**config.mk**
```make
export PLATFORM = sky130hd
export DESIGN_NAME = websocket_frame_deframer_top_flat
export DESIGN_NICKNAME = d
export VERILOG_FILES = /design/src/rtl/wsfd_pkg.sv /design/src/rtl/wsfd_if.sv /design/src/rtl/websocket_frame_deframer_top.sv /design/src/flat_wrapper.sv
export SDC_FILE = /design/constraint.sdc
export NUM_CORES = 1
export LEC_CHECK = 0
export ABC_AREA = 0
export BUFFER_PORTS_ARGS = -buffer_cell sky130_fd_sc_hd__buf_2
export CORE_ASPECT_RATIO = 1.75
export CORE_MARGIN = 4
export CORE_UTILIZATION = 62
export DETAILED_ROUTE_END_ITERATION = 7
export PLACE_DENSITY = 0.8
export RECOVER_POWER = 25
export SYNTH_ARGS = -nofsm -noshare
export SYNTH_HDL_FRONTEND = slang
export SYNTH_SLANG_ARGS = --single-unit
```
**constraint.sdc**
```tcl
create_clock -name clk -period 4.1 [get_ports clk]
set_clock_uncertainty 0.05 [all_clocks]
set_input_delay 0.205 -clock clk [delete_from_list [all_inputs] [get_ports clk]]
set_output_delay 0.205 -clock clk [all_outputs]
set_load 0.02 [all_outputs]
```
**src/rtl/wsfd_pkg.sv**
```systemverilog
`timescale 1ns / 1ps
`default_nettype none
package wsfd_pkg;

  typedef enum logic [2:0] {
    PH_HEAD = 3'd0,
    PH_LEN  = 3'd1,
    PH_EXT  = 3'd2,
    PH_KEY  = 3'd3,
    PH_DATA = 3'd4,
    PH_DEAD = 3'd5
  } phase_t;

  typedef logic [1:0] kind_t;

  localparam kind_t KIND_DATA  = 2'd0;
  localparam kind_t KIND_EMPTY = 2'd1;
  localparam kind_t KIND_BAD   = 2'd2;
  localparam kind_t KIND_CLOSE = 2'd3;

  // First header byte: FIN set, reserved bits clear.
  localparam logic [3:0] HDR_TOP   = 4'h8;
  localparam logic [3:0] OP_CLOSE  = 4'h8;
  localparam logic [6:0] LEN_EXT16 = 7'd126;
  localparam logic [6:0] LEN_EXT64 = 7'd127;
  localparam logic [3:0] EXT16_BYTES = 4'd2;
  localparam logic [3:0] EXT64_BYTES = 4'd8;

endpackage
`default_nettype wire

```
**src/rtl/wsfd_if.sv**
```systemverilog
`timescale 1ns / 1ps
`default_nettype none
interface wsfd_in_if;
  logic       valid;
  logic       ready;
  logic [7:0] rx_byte;

  modport source (output valid, output rx_byte, input ready);
  modport sink (input valid, input rx_byte, output ready);
endinterface

interface wsfd_out_if;
  import wsfd_pkg::*;
  logic       valid;
  logic       ready;
  kind_t      kind;
  logic [7:0] payload_byte;
  logic [3:0] frame_opcode;
  logic       last;

  modport source (output valid, output kind, output payload_byte, output frame_opcode,
                  output last, input ready);
  modport sink (input valid, input kind, input payload_byte, input frame_opcode,
                input last, output ready);
endinterface
`default_nettype wire

```
**src/rtl/websocket_frame_deframer_top.sv**
```systemverilog
`timescale 1ns / 1ps
`default_nettype none
// WebSocket receive-side deframer.
// in_chan carries the received stream, one byte per request (valid/ready).
// out_chan carries results: payload bytes, unmasked with the frame's key if masked, one
// empty-frame result per frame with no payload, and a bad-header or close
// event. last marks the final payload byte and every event.
// Header bytes give no result; the byte that completes a header of an empty
// frame gives the empty-frame result.
// Each byte is parsed in the cycle it is accepted and its result sits in the
// output register on the next cycle; throughput is 1 byte per cycle while the
// receiver takes results. The rate is set by parsing each byte as it is accepted,
// with a 64-bit length down-counter and the one-entry output register.
// When the receiver stalls, in_chan.ready drops while a result is held; it
// stays high in the cycle the held result is taken.
// After a bad header or a close the block swallows every byte with no result
// until reset. Synchronous reset (rst_n low) returns the parser to waiting
// for a first header byte and empties the output register.
module websocket_frame_deframer_top (
  input  wire         clk,
  input  wire         rst_n,
  wsfd_in_if.sink     in_chan,
  wsfd_out_if.source  out_chan
);
  import wsfd_pkg::*;

  phase_t      phase_r, phase_nxt;
  logic [3:0]  opcode_r, opcode_nxt;
  logic        masked_r, masked_nxt;
  logic [3:0]  ext_left_r, ext_left_nxt;
  logic [63:0] bytes_left_r, bytes_left_nxt;
  logic [31:0] mask_key_r, mask_key_nxt;
  logic [1:0]  key_idx_r, key_idx_nxt;

  logic        out_valid_r;
  kind_t       kind_r, kind_nxt;
  logic [7:0]  data_r, data_nxt;
  logic [3:0]  op_out_r, op_out_nxt;
  logic        last_r, last_nxt;
  logic        emit;

  logic        accept;
  logic [7:0]  b;
  logic        hdr_bad, hdr_close, len_is_ext, len7_zero;
  logic [63:0] ext_shift;
  logic        ext_done, ext_zero, key_done, data_fin;
  logic [1:0]  key_idx_inc;
  logic [7:0]  key_byte;

  assign in_chan.ready = !out_valid_r || out_chan.ready;
  assign accept        = in_chan.valid && in_chan.ready;
  assign b             = in_chan.rx_byte;

  assign hdr_bad     = b[7:4] != HDR_TOP;
  assign hdr_close   = b[3:0] == OP_CLOSE;
  assign len_is_ext  = (b[6:0] == LEN_EXT16) || (b[6:0] == LEN_EXT64);
  assign len7_zero   = b[6:0] == 7'd0;
  assign ext_shift   = {bytes_left_r[55:0], b};
  assign ext_done    = ext_left_r == 4'd1;
  assign ext_zero    = ext_shift == 64'd0;
  assign key_idx_inc = key_idx_r + 2'd1;
  assign key_done    = key_idx_inc == 2'd0;
  assign data_fin    = bytes_left_r == 64'd1;

  always_comb begin
    case (key_idx_r)
      2'd0:    key_byte = mask_key_r[31:24];
      2'd1:    key_byte = mask_key_r[23:16];
      2'd2:    key_byte = mask_key_r[15:8];
      default: key_byte = mask_key_r[7:0];
    endcase
  end

  // Next phase.
  always_comb begin
    phase_nxt = phase_r;
    case (phase_r)
      PH_HEAD: begin
        if (hdr_bad || hdr_close) phase_nxt = PH_DEAD;
        else phase_nxt = PH_LEN;
      end
      PH_LEN: begin
        if (len_is_ext) phase_nxt = PH_EXT;
        else if (b[7]) phase_nxt = PH_KEY;
        else if (len7_zero) phase_nxt = PH_HEAD;
        else phase_nxt = PH_DATA;
      end
      PH_EXT: begin
        if (ext_done) begin
          if (masked_r) phase_nxt = PH_KEY;
          else if (ext_zero) phase_nxt = PH_HEAD;
          else phase_nxt = PH_DATA;
        end
      end
      PH_KEY: begin
        if (key_done) begin
          if (bytes_left_r == 64'd0) phase_nxt = PH_HEAD;
          else phase_nxt = PH_DATA;
        end
      end
      PH_DATA: begin
        if (data_fin) phase_nxt = PH_HEAD;
      end
      default: phase_nxt = PH_DEAD;
    endcase
  end

  // Datapath registers and result.
  always_comb begin
    opcode_nxt     = opcode_r;
    masked_nxt     = masked_r;
    ext_left_nxt   = ext_left_r;
    bytes_left_nxt = bytes_left_r;
    mask_key_nxt   = mask_key_r;
    key_idx_nxt    = key_idx_r;
    emit           = 1'b0;
    kind_nxt       = KIND_DATA;
    data_nxt       = 8'd0;
    op_out_nxt     = opcode_r;
    last_nxt       = 1'b1;
    case (phase_r)
      PH_HEAD: begin
        op_out_nxt = b[3:0];
        if (hdr_bad) begin
          emit     = 1'b1;
          kind_nxt = KIND_BAD;
        end else if (hdr_close) begin
          emit     = 1'b1;
          kind_nxt = KIND_CLOSE;
        end else begin
          opcode_nxt = b[3:0];
        end
      end
      PH_LEN: begin
        masked_nxt  = b[7];
        key_idx_nxt = 2'd0;
        if (len_is_ext) begin
          ext_left_nxt   = (b[6:0] == LEN_EXT16) ? EXT16_BYTES : EXT64_BYTES;
          bytes_left_nxt = 64'd0;
        end else begin
          bytes_left_nxt = {57'd0, b[6:0]};
          if (!b[7] && len7_zero) begin
            emit     = 1'b1;
            kind_nxt = KIND_EMPTY;
          end
        end
      end
      PH_EXT: begin
        bytes_left_nxt = ext_shift;
        ext_left_nxt   = ext_left_r - 4'd1;
        if (ext_done) begin
          key_idx_nxt = 2'd0;
          if (!masked_r && ext_zero) begin
            emit     = 1'b1;
            kind_nxt = KIND_EMPTY;
          end
        end
      end
      PH_KEY: begin
        mask_key_nxt = {mask_key_r[23:0], b};
        key_idx_nxt  = key_idx_inc;
        if (key_done && bytes_left_r == 64'd0) begin
          emit     = 1'b1;
          kind_nxt = KIND_EMPTY;
        end
      end
      PH_DATA: begin
        key_idx_nxt    = key_idx_inc;
        bytes_left_nxt = bytes_left_r - 64'd1;
        emit           = 1'b1;
        kind_nxt       = KIND_DATA;
        data_nxt       = masked_r ? (b ^ key_byte) : b;
        last_nxt       = data_fin;
      end
      default: begin
        emit = 1'b0;
      end
    endcase
  end

  always_ff @(posedge clk) begin
    if (!rst_n) begin
      phase_r      <= PH_HEAD;
      opcode_r     <= 4'd0;
      masked_r     <= 1'b0;
      ext_left_r   <= 4'd0;
      bytes_left_r <= 64'd0;
      mask_key_r   <= 32'd0;
      key_idx_r    <= 2'd0;
      out_valid_r  <= 1'b0;
    end else begin
      if (accept) begin
        phase_r      <= phase_nxt;
        opcode_r     <= opcode_nxt;
        masked_r     <= masked_nxt;
        ext_left_r   <= ext_left_nxt;
        bytes_left_r <= bytes_left_nxt;
        mask_key_r   <= mask_key_nxt;
        key_idx_r    <= key_idx_nxt;
        out_valid_r  <= emit;
      end else if (out_chan.ready) begin
        out_valid_r <= 1'b0;
      end
    end
  end

  always_ff @(posedge clk) begin
    if (accept && emit) begin
      kind_r   <= kind_nxt;
      data_r   <= data_nxt;
      op_out_r <= op_out_nxt;
      last_r   <= last_nxt;
    end
  end

  assign out_chan.valid        = out_valid_r;
  assign out_chan.kind         = kind_r;
  assign out_chan.payload_byte = data_r;
  assign out_chan.frame_opcode = op_out_r;
  assign out_chan.last         = last_r;

  // Once an event has been reported, nothing but reset leaves the dropping phase.
  a_dead_holds: assert property (@(posedge clk) disable iff (!rst_n)
    phase_r == PH_DEAD |=> phase_r == PH_DEAD)
    else $error("left dropping phase without reset");

  // A bad first header byte must produce a bad-header event on the next cycle.
  a_bad_reported: assert property (@(posedge clk) disable iff (!rst_n)
    accept && phase_r == PH_HEAD && hdr_bad |=> out_valid_r && kind_r == KIND_BAD)
    else $error("bad header not reported");

  // Events always carry last and a zero payload byte.
  a_event_last: assert property (@(posedge clk) disable iff (!rst_n)
    out_valid_r && kind_r != KIND_DATA |-> last_r && data_r == 8'd0)
    else $error("event result malformed");

  // The payload phase is never entered or kept with no bytes left.
  a_data_count: assert property (@(posedge clk) disable iff (!rst_n)
    phase_r == PH_DATA |-> bytes_left_r != 64'd0)
    else $error("payload phase with zero count");

endmodule
`default_nettype wire

```
**src/flat_wrapper.sv**
```systemverilog
// flat-port wrapper written by rule: the top's interface ports become plain ports
module websocket_frame_deframer_top_flat import wsfd_pkg::*;
  (clk, rst_n, in_chan_valid, in_chan_rx_byte, in_chan_ready, out_chan_valid, out_chan_kind, out_chan_payload_byte, out_chan_frame_opcode, out_chan_last, out_chan_ready);
  wsfd_in_if in_chan_i ();
  wsfd_out_if out_chan_i ();
  input  wire clk;
  input  wire rst_n;
  input wire logic [$bits(in_chan_i.valid)-1:0] in_chan_valid;
  input wire logic [$bits(in_chan_i.rx_byte)-1:0] in_chan_rx_byte;
  output wire logic [$bits(in_chan_i.ready)-1:0] in_chan_ready;
  output wire logic [$bits(out_chan_i.valid)-1:0] out_chan_valid;
  output wire logic [$bits(out_chan_i.kind)-1:0] out_chan_kind;
  output wire logic [$bits(out_chan_i.payload_byte)-1:0] out_chan_payload_byte;
  output wire logic [$bits(out_chan_i.frame_opcode)-1:0] out_chan_frame_opcode;
  output wire logic [$bits(out_chan_i.last)-1:0] out_chan_last;
  input wire logic [$bits(out_chan_i.ready)-1:0] out_chan_ready;
  assign in_chan_i.valid = in_chan_valid;
  assign in_chan_i.rx_byte = in_chan_rx_byte;
  assign in_chan_ready = in_chan_i.ready;
  assign out_chan_valid = out_chan_i.valid;
  assign out_chan_kind = out_chan_i.kind;
  assign out_chan_payload_byte = out_chan_i.payload_byte;
  assign out_chan_frame_opcode = out_chan_i.frame_opcode;
  assign out_chan_last = out_chan_i.last;
  assign out_chan_i.ready = out_chan_ready;
  websocket_frame_deframer_top u_core (.clk(clk), .rst_n(rst_n), .in_chan(in_chan_i), .out_chan(out_chan_i));
endmodule
```
==> results.txt <==
Routability-driven placement finished with a final weighted congestion of 1.00. The tools report the post-detailed-routing wire length as 24.3 mm. The routed via count divided by cell count is 7.10, and the flop and latch count out of synthesis is 126.

The count of nets left with antenna violations once routing finished came out at 0. Setup repair after global routing left no endpoint under its margin. For the count of pins over their slew limit, the log shows 33. The part of the cycle the worst path needs was 0.758; the number of buffers on the longest clock path was 2. The count of input and output buffers came out at 28. 29 I/O pins were placed.

After layout, the worst setup slack is 992 ps. After floorplanning, the core was sized to cover 11500 µm². IR analysis of the VDD net gives a maximum drop of 0.379 mV. Post-detailed-placement half-perimeter wirelength: 17.0 mm. TritonCTS built the clock tree. Final number of hold-violating endpoints: 0.

The worst setup path is captured at a flip-flop. The proportion of synthesized flip-flops having asynchronous set or reset was 0; the area of the die was 13600 µm². Relative to the synthesized area, the layout overhead comes to 10.5%. The critical path is of the reg -> reg type.

The number of gates resized after CTS was 0. The sum of negative setup slack is 0 ps, and the initial antenna violation count is 0. The power density over the cells was 530 nW/µm²; the final layout net count was 966. Max-capacitance violation count: 1.

Share of cells above drive strength 1: 0.0970. The initialized floorplan defines 52 standard-cell rows. For the area used by multi-input combinational logic, the log shows 4240 µm². Yosys mapped a number of flops with a built-in enable equal to 15. The clock period could shrink to 3110 ps. STA classifies the critical path startpoint as a flip-flop. The hold path depth came out at 3.

The run finished, with violations left. The maximum operating frequency was 0.322 GHz; the height of the die was 151 µm. After synthesis the cells add up to 7260 µm².

The run gives 7464 as the number of global-route vias before repair. Number of buffers added to fix hold violations after cts: 0. The tools report the final count of negative-setup-slack endpoints as 0. The worst max-slew margin expressed relative to the limit was -0.312; the die boundary width was 89.8 µm. Leakage power of the design: 0.00284 µW. Before CTS, the worst setup slack after placement is 1140 ps. The filler cells instantiated in the layout total 960. Along the worst path, the maximum fanout reaches 60. Pin count of the biggest net entering global routing: 61. The tools report the total track usage as 0.357.

In this run the clock root is driven by a clkbuf_16. The routed wire length per instance was 22.2 µm. Buffers inserted during clock tree synthesis total 17.

A synthesized cell averages 7.63 µm². Clock-pin slew was measured on the worst setup and hold paths at 60 ps. The latest clock arrival within the worst-skew pair was 430 ps. The H-tree was split into 4 levels.

The run gives 0 as the total of warnings raised by yosys. The transition at the pin with the smallest max-transition slack came out at 1960 ps. The worst hold path belongs to the class in -> reg. The number of detailed-routing iterations run before antenna repair is 6, and the count of unique library cells instantiated by Yosys is 76.

In the final layout, flip-flops and latches occupy 2670 µm². The wire length of the first global-routing pass came out at 38.4 mm. Initial cell density of the core: 0.630.

The predominant post-synthesis flop cell is dfxtp_1. The final reports fail on capacitance limit, slew limit. Once the clock tree was built, the setup fixing pass inserted 0 buffers. STA puts the critical path data arrival time at 3410 ps. The count of antenna diodes in the layout was 0; the post-route DRC violation count was 0. The detailed router finished its first iteration with 750 violations. The tools report the sequential element share of the synthesized area as 0.368. The tree built by TritonCTS fans out to 126 sinks. The number of nets produced by synthesis came out at 971. After global routing the overflow that remains totals 0. The worst register-to-register path has a depth of 7. The tools report the instance count of the mapped netlist as 951. The run gives 7762 as the routed via count.

STA puts the critical path data required time at 4400 ps.
cell families after synthesis:
kind of cell | count (synthesis) | synth area share
AND/OR/NAND/NOR | 418 | 0.289
AO/OA/AOI/OAI | 287 | 0.251
flip-flops | 126 | 0.368
buffers and inverters | 91 | 0.0496
multiplexers | 11 | 0.0160
XOR/XNOR | 10 | 0.0121
adder cells (fa/ha/maj) | 8 | 0.0138
flip-flops by register name, indices dropped and copies added, names as in the netlist:
register and cells:
u_core.key_idx_r 2, u_core.out_chan.kind 2, u_core.out_chan.valid 1, u_core.out_chan.payload_byte 8, u_core.phase_r 3, u_core.bytes_left_r 64
u_core.opcode_r 4, u_core.out_chan.frame_opcode 4, u_core.ext_left_r 4, u_core.out_chan.last 1, u_core.mask_key_r 32, u_core.masked_r 1
critical path, stage by stage, from the launching register on:
cell,delay (ps)
dfxtp_1,750
or3b_2,510
buf_4,350
nor3_1,290
nand3_1,270
nor2_1,440
a32oi_1,160
o21ai_1,180
per-layer routing:
| layer | global-route usage | wire length, µm | part of all wire | up-vias |
|---|---|---|---|---|
| met3 | 0.0706 | 1670 | 0.069 | 148 |
| met2 | 0.640 | 12300 | 0.51 | 476 |
| met4 | 0.276 | 1970 | 0.081 | 0 |
| met1 | 0.364 | 8380 | 0.34 | 3626 |
| met5 | 0 | 0 | 0 | - |
| li1 | - | - | - | 3512 |
cells in the mapped netlist, drive strengths merged (13+ instances only):
cell type | number | area share
nand4 | 13 | 0.012
inv | 19 | 0.0098
clkbuf | 62 | 0.032
nand3 | 27 | 0.019
edfxtp | 15 | 0.062
a22oi | 20 | 0.021
nor3 | 48 | 0.035
nand2 | 147 | 0.076
a21oi | 99 | 0.068
nor2 | 91 | 0.047
dfxtp | 111 | 0.31
nor4 | 23 | 0.027
o21ai | 67 | 0.046
final cells by class:
class,count,share of cell area
multi-input combinational,734,0.528
timing repair buffer,48,0.0332
clock inverter,13,0.0190
clock buffer,19,0.0566
inverter,19,0.00889
sequential,126,0.333
tap,135,0.0210
path summary, 6_finish.rpt:
kind	startpoint	endpoint	slack [ps]
hold / removal	in_chan_rx_byte[4]	u_core.mask_key_r[4]$_SDFFE_PN0P_	40
setup / recovery	u_core.phase_r[2]$_SDFFE_PN0P_	u_core.bytes_left_r[29]$_SDFFE_PN0P_	990
hold reg to reg	u_core.mask_key_r[28]$_SDFFE_PN0P_	u_core.mask_key_r[28]$_SDFFE_PN0P_	410
setup reg to reg	u_core.phase_r[2]$_SDFFE_PN0P_	u_core.bytes_left_r[29]$_SDFFE_PN0P_	990
placed cells by master, fill, tap and decap left out, types with 18 or more instances in the layout:
| cell type | n |
|---|---|
| nand2_1 | 147 |
| dfxtp_1 | 111 |
| a21oi_1 | 99 |
| nor2_1 | 89 |
| o21ai_0 | 64 |
| nor3_1 | 45 |
| nand3_1 | 27 |
| a22oi_1 | 20 |
| buf_4 | 19 |
| inv_1 | 18 |
| nor4_1 | 18 |
| clkbuf_16 | 18 |
| clkbuf_1 | 18 |
report_power, final:
part / internal, µW / switching (µW) / total (µW)
clock network: 944 / 622 / 1570
registers: 1310 / 83.7 / 1400
logic: 428 / 866 / 1290
total: 2680 / 1570 / 4260
metrics by stage:
| stage | power, µW | hold slack [ps] | area, µm² | utilization | instances |
|---|---|---|---|---|---|
| final | 4260 | 35.8 | 8030 | 0.697 | 1094 |
| after global routing | 4410 | 29.0 | 8030 | 0.697 | 1094 |
| after CTS | 4210 | 25.0 | 8050 | 0.699 | 1094 |
| after detailed placement | 2670 | 399 | 7440 | 0.646 | 1062 |
| after global placement | 2650 | 391 | 7440 | 0.646 | 1062 |
| after floorplan | 2270 | 291 | 7260 | - | 951 |
Note: power is estimated with default switching activity, not from simulation.
